**config.mk**
```make
export PLATFORM = sky130hd
export DESIGN_NAME = mouse_packet_decoder
export DESIGN_NICKNAME = d
export VERILOG_FILES = /design/src/mpd_pkg.sv /design/src/mpd_in_reg.sv /design/src/mpd_decode.sv /design/src/mpd_out_reg.sv /design/src/mouse_packet_decoder.sv
export SDC_FILE = /design/constraint.sdc
export NUM_CORES = 1
export LEC_CHECK = 0
export ABC_AREA = 1
export ABC_CLOCK_PERIOD_IN_PS = 2700
export BUFFER_PORTS_ARGS = -buffer_cell sky130_fd_sc_hd__buf_2
export CAP_MARGIN = 15
export CORE_UTILIZATION = 50
export CTS_CLUSTER_DIAMETER = 50
export CTS_CLUSTER_SIZE = 10
export DETAILED_ROUTE_END_ITERATION = 16
export PLACE_DENSITY = 0.73
export SETUP_SLACK_MARGIN = 0.5
export SYNTH_ARGS = -nofsm -noshare
export SYNTH_HDL_FRONTEND = slang
export SYNTH_SLANG_ARGS = --single-unit
```
**constraint.sdc**
```tcl
create_clock -name clk_i -period 2.7 [get_ports clk_i]
set_input_delay 0.135 -clock clk_i [delete_from_list [all_inputs] [get_ports clk_i]]
set_output_delay 0.135 -clock clk_i [all_outputs]
set_load 0.01 [all_outputs]
```
**src/mpd_pkg.sv**
```systemverilog
// Shared types, codes and button tables for the mouse packet decoder.
package mpd_pkg;

  // Protocol register codes.
  localparam logic [1:0] ProtoFiveByte  = 2'd0;
  localparam logic [1:0] ProtoSevenBit  = 2'd1;
  localparam logic [1:0] ProtoPs2       = 2'd2;

  // Configuration register indexes.
  localparam logic [1:0] CfgIdxProtocol = 2'd0;
  localparam logic [1:0] CfgIdxSwap     = 2'd1;

  // Reset values of the configuration registers.
  localparam logic [1:0] ProtocolReset  = ProtoPs2;

  // Stream widths, padded to whole bytes.
  localparam int unsigned InDataW  = 16;
  localparam int unsigned OutDataW = 24;

  typedef logic [2:0] btn_t;

  // Reverses the three button bits.
  localparam btn_t Rev3Map [8] = '{3'd0, 3'd4, 3'd2, 3'd6, 3'd1, 3'd5, 3'd3, 3'd7};

  // Five-byte format button map; the upper half is the shifted map.
  localparam btn_t FiveMap [16] = '{3'd0, 3'd4, 3'd2, 3'd6, 3'd1, 3'd5, 3'd3, 3'd7,
                                    3'd0, 3'd2, 3'd2, 3'd6, 3'd1, 3'd5, 3'd3, 3'd7};

  // Seven-bit serial format button map, indexed by bits 5..4 of byte 0.
  localparam btn_t SevenMap [8] = '{3'd0, 3'd4, 3'd1, 3'd5, 3'd0, 3'd2, 3'd1, 3'd5};

  // PS/2 button map; the upper half applies while shift is held.
  localparam btn_t Ps2Map [16] = '{3'd0, 3'd1, 3'd4, 3'd5, 3'd2, 3'd3, 3'd6, 3'd7,
                                   3'd0, 3'd1, 3'd2, 3'd5, 3'd2, 3'd3, 3'd6, 3'd7};

  // One received byte with the keyboard shift state.
  typedef struct packed {
    logic       shift_held;
    logic [7:0] rx_byte;
  } item_t;

  // One report.
  typedef struct packed {
    logic signed [9:0] delta_y;
    logic signed [8:0] delta_x;
    btn_t              buttons;
  } report_t;

  // Configuration write.
  typedef struct packed {
    logic       we;
    logic [1:0] index;
    logic [1:0] data;
  } cfg_wr_t;

endpackage

```
**src/mpd_in_reg.sv**
```systemverilog
// Input register that holds one received byte until the decoder takes it.
module mpd_in_reg (
  input  logic            clk_i,
  input  logic            rst_ni,
  input  logic            s_valid_i,
  output logic            s_ready_o,
  input  mpd_pkg::item_t  s_item_i,
  input  logic            consume_i,
  output logic            item_valid_o,
  output mpd_pkg::item_t  item_o
);

  logic           valid_q, valid_d;
  mpd_pkg::item_t item_q;

  // A slot is free when empty or when its item leaves in this cycle.
  assign s_ready_o = !valid_q || consume_i;
  assign valid_d   = s_ready_o ? s_valid_i : valid_q;

  always_ff @(posedge clk_i or negedge rst_ni) begin
    if (!rst_ni) begin
      valid_q <= 1'b0;
    end else begin
      valid_q <= valid_d;
    end
  end

  // Payload is loaded on every accepted transaction.
  always_ff @(posedge clk_i) begin
    if (s_valid_i && s_ready_o) begin
      item_q <= s_item_i;
    end
  end

  assign item_valid_o = valid_q;
  assign item_o       = item_q;

endmodule

```
**src/mpd_decode.sv**
```systemverilog
// Packet assembly state, configuration registers and report decoding.
module mpd_decode (
  input  logic              clk_i,
  input  logic              rst_ni,
  input  mpd_pkg::cfg_wr_t  cfg_i,
  input  logic              item_valid_i,
  input  mpd_pkg::item_t    item_i,
  input  logic              out_ready_i,
  output logic              consume_o,
  output logic              emit_o,
  output mpd_pkg::report_t  report_o
);

  logic [1:0] protocol_q;
  logic       swap_q;
  logic [2:0] byte_index_q, byte_index_d;
  logic [7:0] pkt_q [4];
  logic       middle_held_q, middle_held_d;
  mpd_pkg::btn_t last_buttons_q;

  logic       fire;
  logic [2:0] idx;
  logic       store_en;
  logic [7:0] store_val;
  logic       emit;
  mpd_pkg::btn_t btn_raw, btn_final;
  logic [8:0] dx;
  logic [9:0] dy;
  logic [7:0] c;
  logic [9:0] sum_y;
  logic [8:0] ps2_y;
  logic [7:0] seven_x, seven_y;

  assign c         = item_i.rx_byte;
  assign fire      = item_valid_i && out_ready_i;
  assign consume_o = fire;

  // Per-format decode of the current byte against the stored packet.
  always_comb begin
    idx           = byte_index_q;
    byte_index_d  = byte_index_q;
    middle_held_d = middle_held_q;
    store_en      = 1'b0;
    store_val     = c;
    emit          = 1'b0;
    btn_raw       = '0;
    dx            = '0;
    dy            = '0;
    sum_y         = {{2{pkt_q[2][7]}}, pkt_q[2]} + {{2{c[7]}}, c};
    ps2_y         = {pkt_q[0][5], c};
    seven_x       = {pkt_q[0][1:0], pkt_q[1][5:0]};
    seven_y       = {pkt_q[0][3:2], c[5:0]};
    case (protocol_q)
      mpd_pkg::ProtoFiveByte: begin
        if (c[7:4] == 4'h8 || byte_index_q > 3'd4) begin
          idx = 3'd0;
        end
        if (idx == 3'd4) begin
          emit         = 1'b1;
          byte_index_d = 3'd0;
          btn_raw      = mpd_pkg::FiveMap[{1'b0, pkt_q[0][2:0] ^ 3'b111}];
          dx           = {pkt_q[1][7], pkt_q[1]} + {pkt_q[3][7], pkt_q[3]};
          dy           = 10'd0 - sum_y;
        end else begin
          store_en     = 1'b1;
          byte_index_d = idx + 3'd1;
        end
      end
      mpd_pkg::ProtoSevenBit: begin
        if (byte_index_q > 3'd2) begin
          idx = 3'd0;
        end
        byte_index_d = idx;
        store_val    = {2'b00, c[5:0]};
        if (idx == 3'd0 && !c[6]) begin
          // Middle-button byte: only valid with bits 4..2 clear.
          if (c[4:2] == 3'b000) begin
            middle_held_d = c[5];
            emit          = 1'b1;
            btn_raw       = {last_buttons_q[2], c[5], last_buttons_q[0]};
          end
        end else if (idx == 3'd2) begin
          emit         = 1'b1;
          byte_index_d = 3'd0;
          btn_raw      = {1'b0, middle_held_q, 1'b0}
                         | mpd_pkg::SevenMap[{1'b0, pkt_q[0][5:4]}];
          dx           = {seven_x[7], seven_x};
          dy           = {{2{seven_y[7]}}, seven_y};
        end else begin
          store_en     = 1'b1;
          byte_index_d = idx + 3'd1;
        end
      end
      mpd_pkg::ProtoPs2: begin
        if (byte_index_q > 3'd2) begin
          idx = 3'd0;
        end
        byte_index_d = idx;
        if (idx == 3'd0 && (c & 8'hC8) != 8'h08) begin
          // Out of sync: drop the byte.
          emit = 1'b0;
        end else if (idx == 3'd2) begin
          emit         = 1'b1;
          byte_index_d = 3'd0;
          btn_raw      = mpd_pkg::Ps2Map[{item_i.shift_held, pkt_q[0][2:0]}];
          dx           = {pkt_q[0][4], pkt_q[1]};
          dy           = 10'd0 - {ps2_y[8], ps2_y};
        end else begin
          store_en     = 1'b1;
          byte_index_d = idx + 3'd1;
        end
      end
      default: begin
        // Unused protocol code: every byte is ignored.
        emit = 1'b0;
      end
    endcase
  end

  // Optional swap of left and right.
  assign btn_final = swap_q ? mpd_pkg::Rev3Map[btn_raw] : btn_raw;

  // Configuration and control state.
  always_ff @(posedge clk_i or negedge rst_ni) begin
    if (!rst_ni) begin
      protocol_q     <= mpd_pkg::ProtocolReset;
      swap_q         <= 1'b0;
      byte_index_q   <= 3'd0;
      middle_held_q  <= 1'b0;
      last_buttons_q <= '0;
    end else begin
      if (cfg_i.we && cfg_i.index == mpd_pkg::CfgIdxProtocol) begin
        protocol_q   <= cfg_i.data;
        byte_index_q <= 3'd0;
      end else if (fire) begin
        byte_index_q <= byte_index_d;
      end
      if (cfg_i.we && cfg_i.index == mpd_pkg::CfgIdxSwap) begin
        swap_q <= cfg_i.data[0];
      end
      if (fire) begin
        middle_held_q <= middle_held_d;
      end
      if (fire && emit) begin
        last_buttons_q <= btn_final;
      end
    end
  end

  // Stored packet bytes; the final byte of a packet is used directly.
  always_ff @(posedge clk_i) begin
    if (fire && store_en) begin
      pkt_q[idx[1:0]] <= store_val;
    end
  end

  assign emit_o           = fire && emit;
  assign report_o.buttons = btn_final;
  assign report_o.delta_x = dx;
  assign report_o.delta_y = dy;

endmodule

```
**src/mpd_out_reg.sv**
```systemverilog
// Result register that holds one report until the stream sink takes it.
module mpd_out_reg (
  input  logic              clk_i,
  input  logic              rst_ni,
  input  logic              load_i,
  input  mpd_pkg::report_t  report_i,
  output logic              out_ready_o,
  output logic              m_valid_o,
  input  logic              m_ready_i,
  output mpd_pkg::report_t  m_report_o
);

  logic             valid_q, valid_d;
  mpd_pkg::report_t report_q;

  // The register can take a new report when empty or being drained.
  assign out_ready_o = !valid_q || m_ready_i;

  always_comb begin
    valid_d = valid_q;
    if (load_i) begin
      valid_d = 1'b1;
    end else if (m_ready_i) begin
      valid_d = 1'b0;
    end
  end

  always_ff @(posedge clk_i or negedge rst_ni) begin
    if (!rst_ni) begin
      valid_q <= 1'b0;
    end else begin
      valid_q <= valid_d;
    end
  end

  always_ff @(posedge clk_i) begin
    if (load_i) begin
      report_q <= report_i;
    end
  end

  assign m_valid_o  = valid_q;
  assign m_report_o = report_q;

endmodule

```
**src/mouse_packet_decoder.sv**
```systemverilog
// Top level of the mouse packet decoder: stream ports, configuration port.
//
// Decodes received mouse bytes into reports of buttons and motion in one of three
// formats chosen by the protocol register (0 five-byte serial, 1 seven-bit serial
// with middle-button byte, 2 PS/2, 3 ignores all bytes); the swap register reverses the
// button bits. Writing the protocol register restarts packet assembly. One byte is
// accepted every cycle while the result register is free or being drained; a packet's
// report is decoded from the input register by a single decode stage and loaded into
// the result register. A stalled report holds the decode stage and, once the input
// register is full, the input stream.
module mouse_packet_decoder (
  input  logic                          clk_i,
  input  logic                          rst_ni,
  input  logic                          cfg_we_i,
  input  logic [1:0]                    cfg_index_i,
  input  logic [1:0]                    cfg_data_i,
  input  logic                          s_axis_tvalid_i,
  output logic                          s_axis_tready_o,
  // Fields from bit 0: rx_byte[7:0], shift_held[8], zero padding[15:9].
  input  logic [mpd_pkg::InDataW-1:0]   s_axis_tdata_i,
  output logic                          m_axis_tvalid_o,
  input  logic                          m_axis_tready_i,
  // Fields from bit 0: buttons[2:0], delta_x[11:3], delta_y[21:12], zero padding[23:22].
  output logic [mpd_pkg::OutDataW-1:0]  m_axis_tdata_o
);

  mpd_pkg::cfg_wr_t cfg;
  mpd_pkg::item_t   s_item, item;
  mpd_pkg::report_t report, m_report;
  logic             item_valid, consume, emit, out_ready;

  assign cfg.we    = cfg_we_i;
  assign cfg.index = cfg_index_i;
  assign cfg.data  = cfg_data_i;

  assign s_item.rx_byte    = s_axis_tdata_i[7:0];
  assign s_item.shift_held = s_axis_tdata_i[8];

  // Input register.
  mpd_in_reg u_in_reg (
    .clk_i        (clk_i),
    .rst_ni       (rst_ni),
    .s_valid_i    (s_axis_tvalid_i),
    .s_ready_o    (s_axis_tready_o),
    .s_item_i     (s_item),
    .consume_i    (consume),
    .item_valid_o (item_valid),
    .item_o       (item)
  );

  // Packet assembly and decode.
  mpd_decode u_decode (
    .clk_i        (clk_i),
    .rst_ni       (rst_ni),
    .cfg_i        (cfg),
    .item_valid_i (item_valid),
    .item_i       (item),
    .out_ready_i  (out_ready),
    .consume_o    (consume),
    .emit_o       (emit),
    .report_o     (report)
  );

  // Result register.
  mpd_out_reg u_out_reg (
    .clk_i       (clk_i),
    .rst_ni      (rst_ni),
    .load_i      (emit),
    .report_i    (report),
    .out_ready_o (out_ready),
    .m_valid_o   (m_axis_tvalid_o),
    .m_ready_i   (m_axis_tready_i),
    .m_report_o  (m_report)
  );

  assign m_axis_tdata_o = {2'b00, m_report.delta_y, m_report.delta_x, m_report.buttons};

endmodule

```
==> results of run 1 <==
==> layout by cell type, fill, tap and decap left out, types with 8 or more instances in the layout <==
cell type	instances
inv_2	11
buf_2	41
nor2_2	8
buf_4	17
a21oi_1	22
edfxtp_1	61
nor2_4	9
inv_1	53
ha_1	19
clkbuf_8	9
nand3_2	9
nand2_1	112
dlygate4sd3_1	13
nor2_1	24
dfrtp_1	10
nand3_1	38
o21ai_0	11
==> layer usage <==
metal	up-vias	GRT usage, %
met5	-	0
met4	0	12.8
met3	33	5.04
met2	148	40.1
met1	1682	29.6
li1	1737	-
==> worst min-delay path, stage by stage <==
cell and delay [ps]:
buf_2 70, inv_1 50, nand2_1 50, nand2_1 50
==> cell families after synthesis <==
group / share of synthesized area (%)
buffers and inverters: 7.14
and+or+nand+nor: 23.7
xor gates and xnor gates: 1.47
adders and majority gates: 8.16
DFF: 50.5
AOI/OAI and AO/OA: 8.94
other: 0.0899
==> worst max path at each step <==
stage | to | slack (ps) | cells past startpoint
global placement | u_out_reg.m_report_o[18]$_DFFE_PP_ | 430 | 14
global route | u_out_reg.m_report_o[20]$_DFFE_PP_ | 250 | 11
floorplan | u_out_reg.m_report_o[0]$_DFFE_PP_ | 420 | 10
CTS | u_out_reg.m_report_o[18]$_DFFE_PP_ | 400 | 12
detailed placement | u_out_reg.m_report_o[18]$_DFFE_PP_ | 390 | 14
finish | u_out_reg.m_report_o[18]$_DFFE_PP_ | 350 | 12
==> power breakdown <==
part	total [mW]	internal, mW	switching, mW
logic	1.14	0.432	0.710
clock network	0.736	0.327	0.410
registers	1.44	1.37	0.0758
total	3.32	2.12	1.20
==> synth_stat cells (3+ instances only) <==
cell | count | area (um2)
nand2_1 | 116 | 435
inv_1 | 62 | 233
edfxtp_1 | 61 | 1830
nand3_1 | 44 | 220
nor2_1 | 35 | 131
a21oi_1 | 27 | 135
ha_1 | 24 | 300
o21ai_0 | 12 | 60.1
dfrtp_1 | 10 | 250
a31oi_1 | 8 | 50.1
nand3_2 | 5 | 50.1
nand2_2 | 4 | 25.0
nand4_1 | 4 | 25.0
nor2_2 | 4 | 25.0
o21ai_1 | 4 | 20.0
xnor2_1 | 4 | 35.0
a22oi_1 | 3 | 22.5
clkbuf_1 | 3 | 11.3
inv_2 | 3 | 11.3
o22ai_1 | 3 | 18.8
xor2_1 | 3 | 26.3
==> sequential cells by signal, indices dropped and copies added (netlist names) <==
signal                   count
u_decode.byte_index_q        3
u_decode.last_buttons_q      2
u_decode.middle_held_q       1
u_decode.pkt_q              30
u_decode.protocol_q          2
u_decode.swap_q              1
u_in_reg.item_o              9
u_in_reg.item_valid_o        1
u_out_reg.m_report_o        22
u_out_reg.m_valid_o          1
==> timing repair <==
action,CTS,global route
setup buffers,4,7
pin swaps,3,6
resized for setup,2,51
hold endpoints to repair,23,0
setup endpoints to repair,53,43
hold buffers,13,0
cloned,0,2
==> metrics by stage <==
stage / area, um2 / cells / hold slack [ps] / power [mW]
6_report: 5260 / 658 / 48.4 / 3.32
5_1_grt: 5260 / 658 / 44.2 / 3.50
4_1_cts: 4980 / 649 / 40.7 / 3.17
3_5_place_dp: 4650 / 616 / 21.7 / 2.42
3_3_place_gp: 4650 / 616 / 18.9 / 2.38
2_1_floorplan: 4240 / 466 / -161 / 2.15
==> layout make-up <==
| class | count | area, um2 | share of cell area (%) |
|---|---|---|---|
| sequential | 72 | 2110 | 40.1 |
| multi-input combinational | 321 | 1980 | 37.7 |
| timing repair buffer | 82 | 632 | 12.0 |
| inverter | 65 | 246 | 4.69 |
| clock buffer | 10 | 128 | 2.43 |
| tap | 102 | 128 | 2.43 |
| clock inverter | 6 | 36.3 | 0.690 |
==> results.toml, run 1 <==
[clock_network]
clk_pin_slew_ps = 80
cts_root_buf = "clkbuf_8"
cts_sinks = 72
cts_tree = "built"
clk_latency_ps = 350
ctsLongestPathBuffers = 2
cts_buffers = 9
cts_htree_levels = 3

[timing]
rsz0062_at_grt = "yes"
layout_setup_ws_ps = 350
slew_violations = 0
final_hold_viol_count = 0
finalCritPeriodShare_pct = 87.0
setup_viol = 0
slew_headroom_pct = 47.5
finalCriticalPeriod_ps = 2350
max_freq_ghz = 0.426
final.setup.tns_ps = 0
tightest_slew_ps = 788
fin_worst_skew_ps = 6.79

[worst_setup_path]
ff2ff_path_depth = 12
cp-start-kind = "flop"
crit_family = "adder cells"
cpMaxStageDelayCell = "fa_2"
r2r_slack_ps = 350
slowest_delay_ps = 530
crit_start = "u_in_reg.item_o[0]$_DFFE_PP_"
cp_cell_sequence = "ha_2 -> inv_2 -> fa_2 -> ha_2 -> inv_2 -> nor2_4 -> nand3_2 -> nor2_4 -> nand2_1 -> nand2_1 -> nor2_1 -> o21a_1"
cp-end-kind = "flop"
rr_startpoint = "u_in_reg.item_o[0]$_DFFE_PP_"
cp.required_ps = 2800
worstPathArrival_ps = 2450
timing.rr.end = "u_out_reg.m_report_o[18]$_DFFE_PP_"
critical_path_class = "flop to flop"
crit_fanout = 4
worst-path-buf-inv = 2

[final_layout]
final_nets = 602
postLayoutCoreUtil_pct = 66.7
drive_above_1_share_pct = 27.5
area_growth_pct = 26.1
final.fill_count = 627
n_antenna_cell = 0

[hold_path]
worst_hold_path_type = "primary input to flop"
hp-start = "m_axis_tready_i"
holdPathStages = 4
min_to = "u_out_reg.m_valid_o$_DFFE_PN0P_"

[floorplan]
die_h_um = 93.3
io_pins = 51
initial_core_util_pct = 52.9
rows = 32
die_x_um = 93.3
core-area_mm2 = 0.00789
fp.dieArea_mm2 = 0.00871

[grt]
grt_use_total_pct = 24.2
grt_max_degree = 25
overflow = 0
grt_pass1_vias = 3450
grt_antenna_before_repair = 0
grt_pass1_wl_um = 15800

[yosys]
seq_area_frac_synth_pct = 50.5
synth_enable_flop_cells = 61
ys.flop_type = "edfxtp_1"
ys_ff_latch = 72
postSynthCellCount = 465
async_flop_share_pct = 15.3
yosys_warnings = 0
yosysUniqueCellTypes = 38
syn_avg_cell_area_um2 = 8.97
netlist_area_mm2 = 0.00417

[routing]
wl_met3_um = 579
antenna_left = 0
top_layer = "met4"
drc = 0
met2WireLength_um = 4900
dr.first_iter.drc_count = 282
vias_per_cell = 5.47
routedWlPerCell_um = 15.2
dr.pass1.iters = 5
totalWireLength_um = 10000
wl_met1_um = 4180
num_vias = 3600

[place]
port_buffers = 41
gp_congestion = 0.960
hpwl_um = 6960
place_ws_ps = 385

[flow_run]
cap_violations = 0

[outcome]
outcome = "finished, final reports clean"

[pwr]
power_per_cell_area_mw_per_mm2 = 631
leakagePower_nw = 2.26
ir_drop_mv = 0.513
(Power assumes the default switching activity.)
==> run 2: changes to the inputs <==
==> constraint.sdc (replaced) <==
create_clock -name clk_i -period 2.7 [get_ports clk_i]
set_input_delay 0.54 -clock clk_i [delete_from_list [all_inputs] [get_ports clk_i]]
set_output_delay 0.54 -clock clk_i [all_outputs]
set_load 0.01 [all_outputs]
==> results.toml, run 2 (synthesized netlist as in run 1, its figures left out) <==
[clock_network]
ctsHoldBuffers = 0
clk_pin_slew_ps = 70
cts_sinks = 72
cts_tree = "built"
clk_latency_ps = 340
ctsLongestPathBuffers = 2
cts_buffers = 9
cts_root_buf = "clkbuf_8"
cts_htree_levels = 3

[routing]
dr.first_iter.drc_count = 323
drc = 0
vias_per_cell = 5.51
num_vias = 3548
antenna_left = 0
totalWireLength_um = 9540
dr.pass1.iters = 5
routedWlPerCell_um = 14.8

[worst_setup_path]
cp-start-kind = "flop"
critical_path_class = "flop to flop"
worst-path-buf-inv = 2
crit_family = "adder cells"
cpMaxStageDelayCell = "fa_2"
slowest_delay_ps = 570
worstPathArrival_ps = 2470
cp.required_ps = 2790
crit_fanout = 4
cp-end-kind = "flop"
cp_cell_sequence = "ha_2 -> inv_2 -> fa_2 -> ha_4 -> inv_2 -> nor2_4 -> nand3_2 -> nor2_4 -> nand2_1 -> nand2_1 -> nor2_1 -> o21a_1"

[hold_path]
worst_hold_path_type = "primary input to asynchronous set/reset pin"

[timing]
slew_headroom_pct = 48.8
finalCritPeriodShare_pct = 88.1
slew_violations = 0
rsz0062_at_grt = "yes"
final.setup.tns_ps = 0
max_freq_ghz = 0.420
finalCriticalPeriod_ps = 2380
layout_setup_ws_ps = 322
final_hold_viol_count = 0
fin_worst_skew_ps = 7.05
hold_slack_ps = 63.6
tightest_slew_ps = 768
setup_viol = 0

[final_layout]
postLayoutCoreUtil_pct = 65.0
final.fill_count = 615
final_common_cell = "nand2_1"
final_cell_mix = "nand2_1 (114), edfxtp_1 (61), inv_1 (54)"
largest_reg_flops = 30
area_growth_pct = 23.0
n_antenna_cell = 0
drive_above_1_share_pct = 27.1
final_nets = 588
fin_cells = 644
final_area_mm2 = 0.00513

[grt]
grt_use_total_pct = 23.3
grt_max_degree = 25
grt_pass1_wl_um = 15600
grt_use_met3_pct = 4.55
top_usage_layer = "met2"
overflow = 0
use_met1_pct = 30.1
grtUsageMet2_pct = 39.2
grt_pass1_vias = 3389
grt_antenna_before_repair = 0

[place]
gp_congestion = 0.960
hpwl_um = 6990
place_ws_ps = 358
place_area_mm2 = 0.00465
port_buffers = 41
numPlacedInstances = 617

[floorplan]
rows = 32
die_x_um = 93.3
die_h_um = 93.3
io_pins = 51
initial_core_util_pct = 52.9
fp.dieArea_mm2 = 0.00871
core-area_mm2 = 0.00789

[pwr]
finalPower_mw = 3.53
leakagePower_nw = 2.23
ir_drop_mv = 0.343
power_per_cell_area_mw_per_mm2 = 687

[flow_run]
cap_violations = 0

[outcome]
outcome = "finished, final reports clean"
[run 2: path summary, 6_finish.rpt]
path / start / end / slack (ps) / depth (start not counted)
min reg2reg: u_decode.last_buttons_q[0]$_DFFE_PN0P_ / u_decode.last_buttons_q[0]$_DFFE_PN0P_ / 510 / 2
min: rst_ni / u_decode.last_buttons_q[2]$_DFFE_PN0P_ / 60 / 1
max: u_in_reg.item_o[0]$_DFFE_PP_ / u_out_reg.m_report_o[18]$_DFFE_PP_ / 320 / 12
max reg2reg: u_in_reg.item_o[0]$_DFFE_PP_ / u_out_reg.m_report_o[18]$_DFFE_PP_ / 320 / 12
min in group clk_i: s_axis_tdata_i[2] / u_in_reg.item_o[2]$_DFFE_PP_ / 370 / 1
max in group asynchronous: rst_ni / u_decode.protocol_q[1]$_DFFE_PN1P_ / 2370 / 1
[run 2: final cells by class]
type	count	area, um2	share of cell area [%]
Clock buffer	10	128	2.49
Timing Repair Buffer	68	443	8.63
Tap cell	102	128	2.49
Multi-Input combinational cell	321	1970	38.4
Sequential cell	72	2110	41.1
Clock inverter	6	108	2.10
Inverter	65	244	4.76
[run 2: routing by layer]
metal | up-vias | part of all wire [%]
met5 | - | 0
met2 | 142 | 50
li1 | 1715 | -
met4 | 0 | 1.9
met1 | 1671 | 41
met3 | 20 | 7.2
[run 2: report_power, final]
group	leakage [nW]	internal (mW)	switching, mW	total (mW)
logic	1.40	0.392	0.684	1.08
clock network	0.116	0.611	0.401	1.01
registers	0.707	1.37	0.0736	1.44
[run 2: repair_timing]
action                                  CTS  global route
setup buffers                             5             6
endpoints found under the setup margin   60            66
pin swaps                                 4            16
resized for setup                         3            43
==> run 3: changes to the inputs <==
- CTS_BUF_LIST: not set -> sky130_fd_sc_hd__clkbuf_16
==> results.toml, run 3 (synthesized netlist as in run 1, its figures left out) <==
[floorplan]
rows = 32
io_pins = 51
fp.dieArea_mm2 = 0.00871
initial_core_util_pct = 52.9
die_x_um = 93.3
die_h_um = 93.3
core-area_mm2 = 0.00789

[final_layout]
drive_above_1_share_pct = 28.3
n_antenna_cell = 0
final_nets = 601
area_growth_pct = 28.9
largest_reg_flops = 30
final_area_mm2 = 0.00538
final_cell_mix = "nand2_1 (114), edfxtp_1 (61), inv_1 (57)"
final_common_cell = "nand2_1"

[grt]
top_usage_layer = "met2"
grt_max_degree = 25
grt_antenna_before_repair = 0
overflow = 0
grt_use_total_pct = 24.4
grt_pass1_vias = 3459
use_met1_pct = 29.5
grt_use_met3_pct = 6.02
grt_pass1_wl_um = 16000
grtUsageMet2_pct = 40.7

[flow_run]
cap_violations = 0

[clock_network]
ctsLongestPathBuffers = 2
clk_latency_ps = 340
cts_buffers = 9
cts_root_buf = "clkbuf_16"
cts_tree = "built"
cts_sinks = 72
clk_pin_slew_ps = 60
cts_htree_levels = 3
ctsHoldBuffers = 0

[routing]
totalWireLength_um = 10400
antenna_left = 0
routedWlPerCell_um = 15.8
dr.pass1.iters = 5
drc = 0
dr.first_iter.drc_count = 254
num_vias = 3659
vias_per_cell = 5.57

[worst_setup_path]
worstPathArrival_ps = 2410
cp.required_ps = 2780
critical_path_class = "flop to flop"
crit_fanout = 4
cp-end-kind = "flop"
cp-start-kind = "flop"

[timing]
setup_viol = 0
final_hold_viol_count = 0
hold_slack_ps = 76.7
finalCriticalPeriod_ps = 2330
fin_worst_skew_ps = 6.49
slew_violations = 0
final.setup.tns_ps = 0
slew_headroom_pct = 49.5
tightest_slew_ps = 751
max_freq_ghz = 0.429
rsz0062_at_grt = "yes"
finalCritPeriodShare_pct = 86.4

[pwr]
power_per_cell_area_mw_per_mm2 = 727
leakagePower_nw = 2.36
ir_drop_mv = 0.356
finalPower_mw = 3.91

[place]
port_buffers = 41
hpwl_um = 6990
place_area_mm2 = 0.00465
gp_congestion = 0.960

[outcome]
outcome = "finished, final reports clean"

[hold_path]
worst_hold_path_type = "primary input to asynchronous set/reset pin"
==> run 3: final timing paths <==
kind | startpoint | cells past startpoint | to | slack (ps)
setup / recovery | u_in_reg.item_o[0]$_DFFE_PP_ | 14 | u_out_reg.m_report_o[18]$_DFFE_PP_ | 370
hold / removal | rst_ni | 1 | u_decode.last_buttons_q[2]$_DFFE_PN0P_ | 80
setup reg to reg | u_in_reg.item_o[0]$_DFFE_PP_ | 14 | u_out_reg.m_report_o[18]$_DFFE_PP_ | 370
hold reg to reg | u_decode.last_buttons_q[0]$_DFFE_PN0P_ | 2 | u_decode.last_buttons_q[0]$_DFFE_PN0P_ | 510
max in group asynchronous | rst_ni | 1 | u_decode.protocol_q[1]$_DFFE_PN1P_ | 2350
min in group clk_i | s_axis_tdata_i[2] | 1 | u_in_reg.item_o[2]$_DFFE_PP_ | 380
==> run 3: layout make-up <==
class                      instances  area (um2)
tap                              102         128
inverter                          65         246
multi-input combinational        321        1960
sequential                        72        2110
fill                             587        2510
timing repair buffer              81         599
clock buffer                       9         225
clock inverter                     7         111
==> run 3: power by group <==
group / switching, mW / leakage [nW] / internal [mW]
Combinational: 0.704 / 1.49 / 0.425
Sequential: 0.0745 / 0.707 / 1.37
Clock: 0.445 / 0.167 / 0.895
Total: 1.22 / 2.36 / 2.69
==> run 3: layer usage <==
layer	vias up	share of wire (%)
li1	1745	-
met1	1729	40
met2	156	51
met3	29	6.9
met4	0	2.8
met5	-	0
==> run 3: timing repair <==
action | 4_1_cts | 5_1_grt
pin swaps | 9 | 11
resized for setup | 11 | 34
hold endpoints to repair | 0 | 0
cloned | 0 | 3
endpoints found under the setup margin | 60 | 67
buffers inserted | 8 | 13
==> run 3: through the flow <==
| step | utilization, % | setup WS, ps | cells |
|---|---|---|---|
| floorplan | - | 418 | 466 |
| global placement | 59.0 | 422 | 617 |
| detailed placement | 59.0 | 358 | 617 |
| CTS | 64.5 | 391 | 641 |
| global route | 68.2 | 206 | 657 |
| finish | 68.2 | 368 | 657 |
==> run 3: worst max-delay path, cell delays in order (launching register included) <==
cell      delay [ps]
edfxtp_1         370
ha_2             200
inv_2             40
fa_2             360
inv_1             90
nand3_2           90
nand2_2          100
nand2_1           80
nand2_2           90
nand3_2          110
nor2_4           160
nand2_1           90
nand2_1           70
nor2_1            50
o21a_1           190
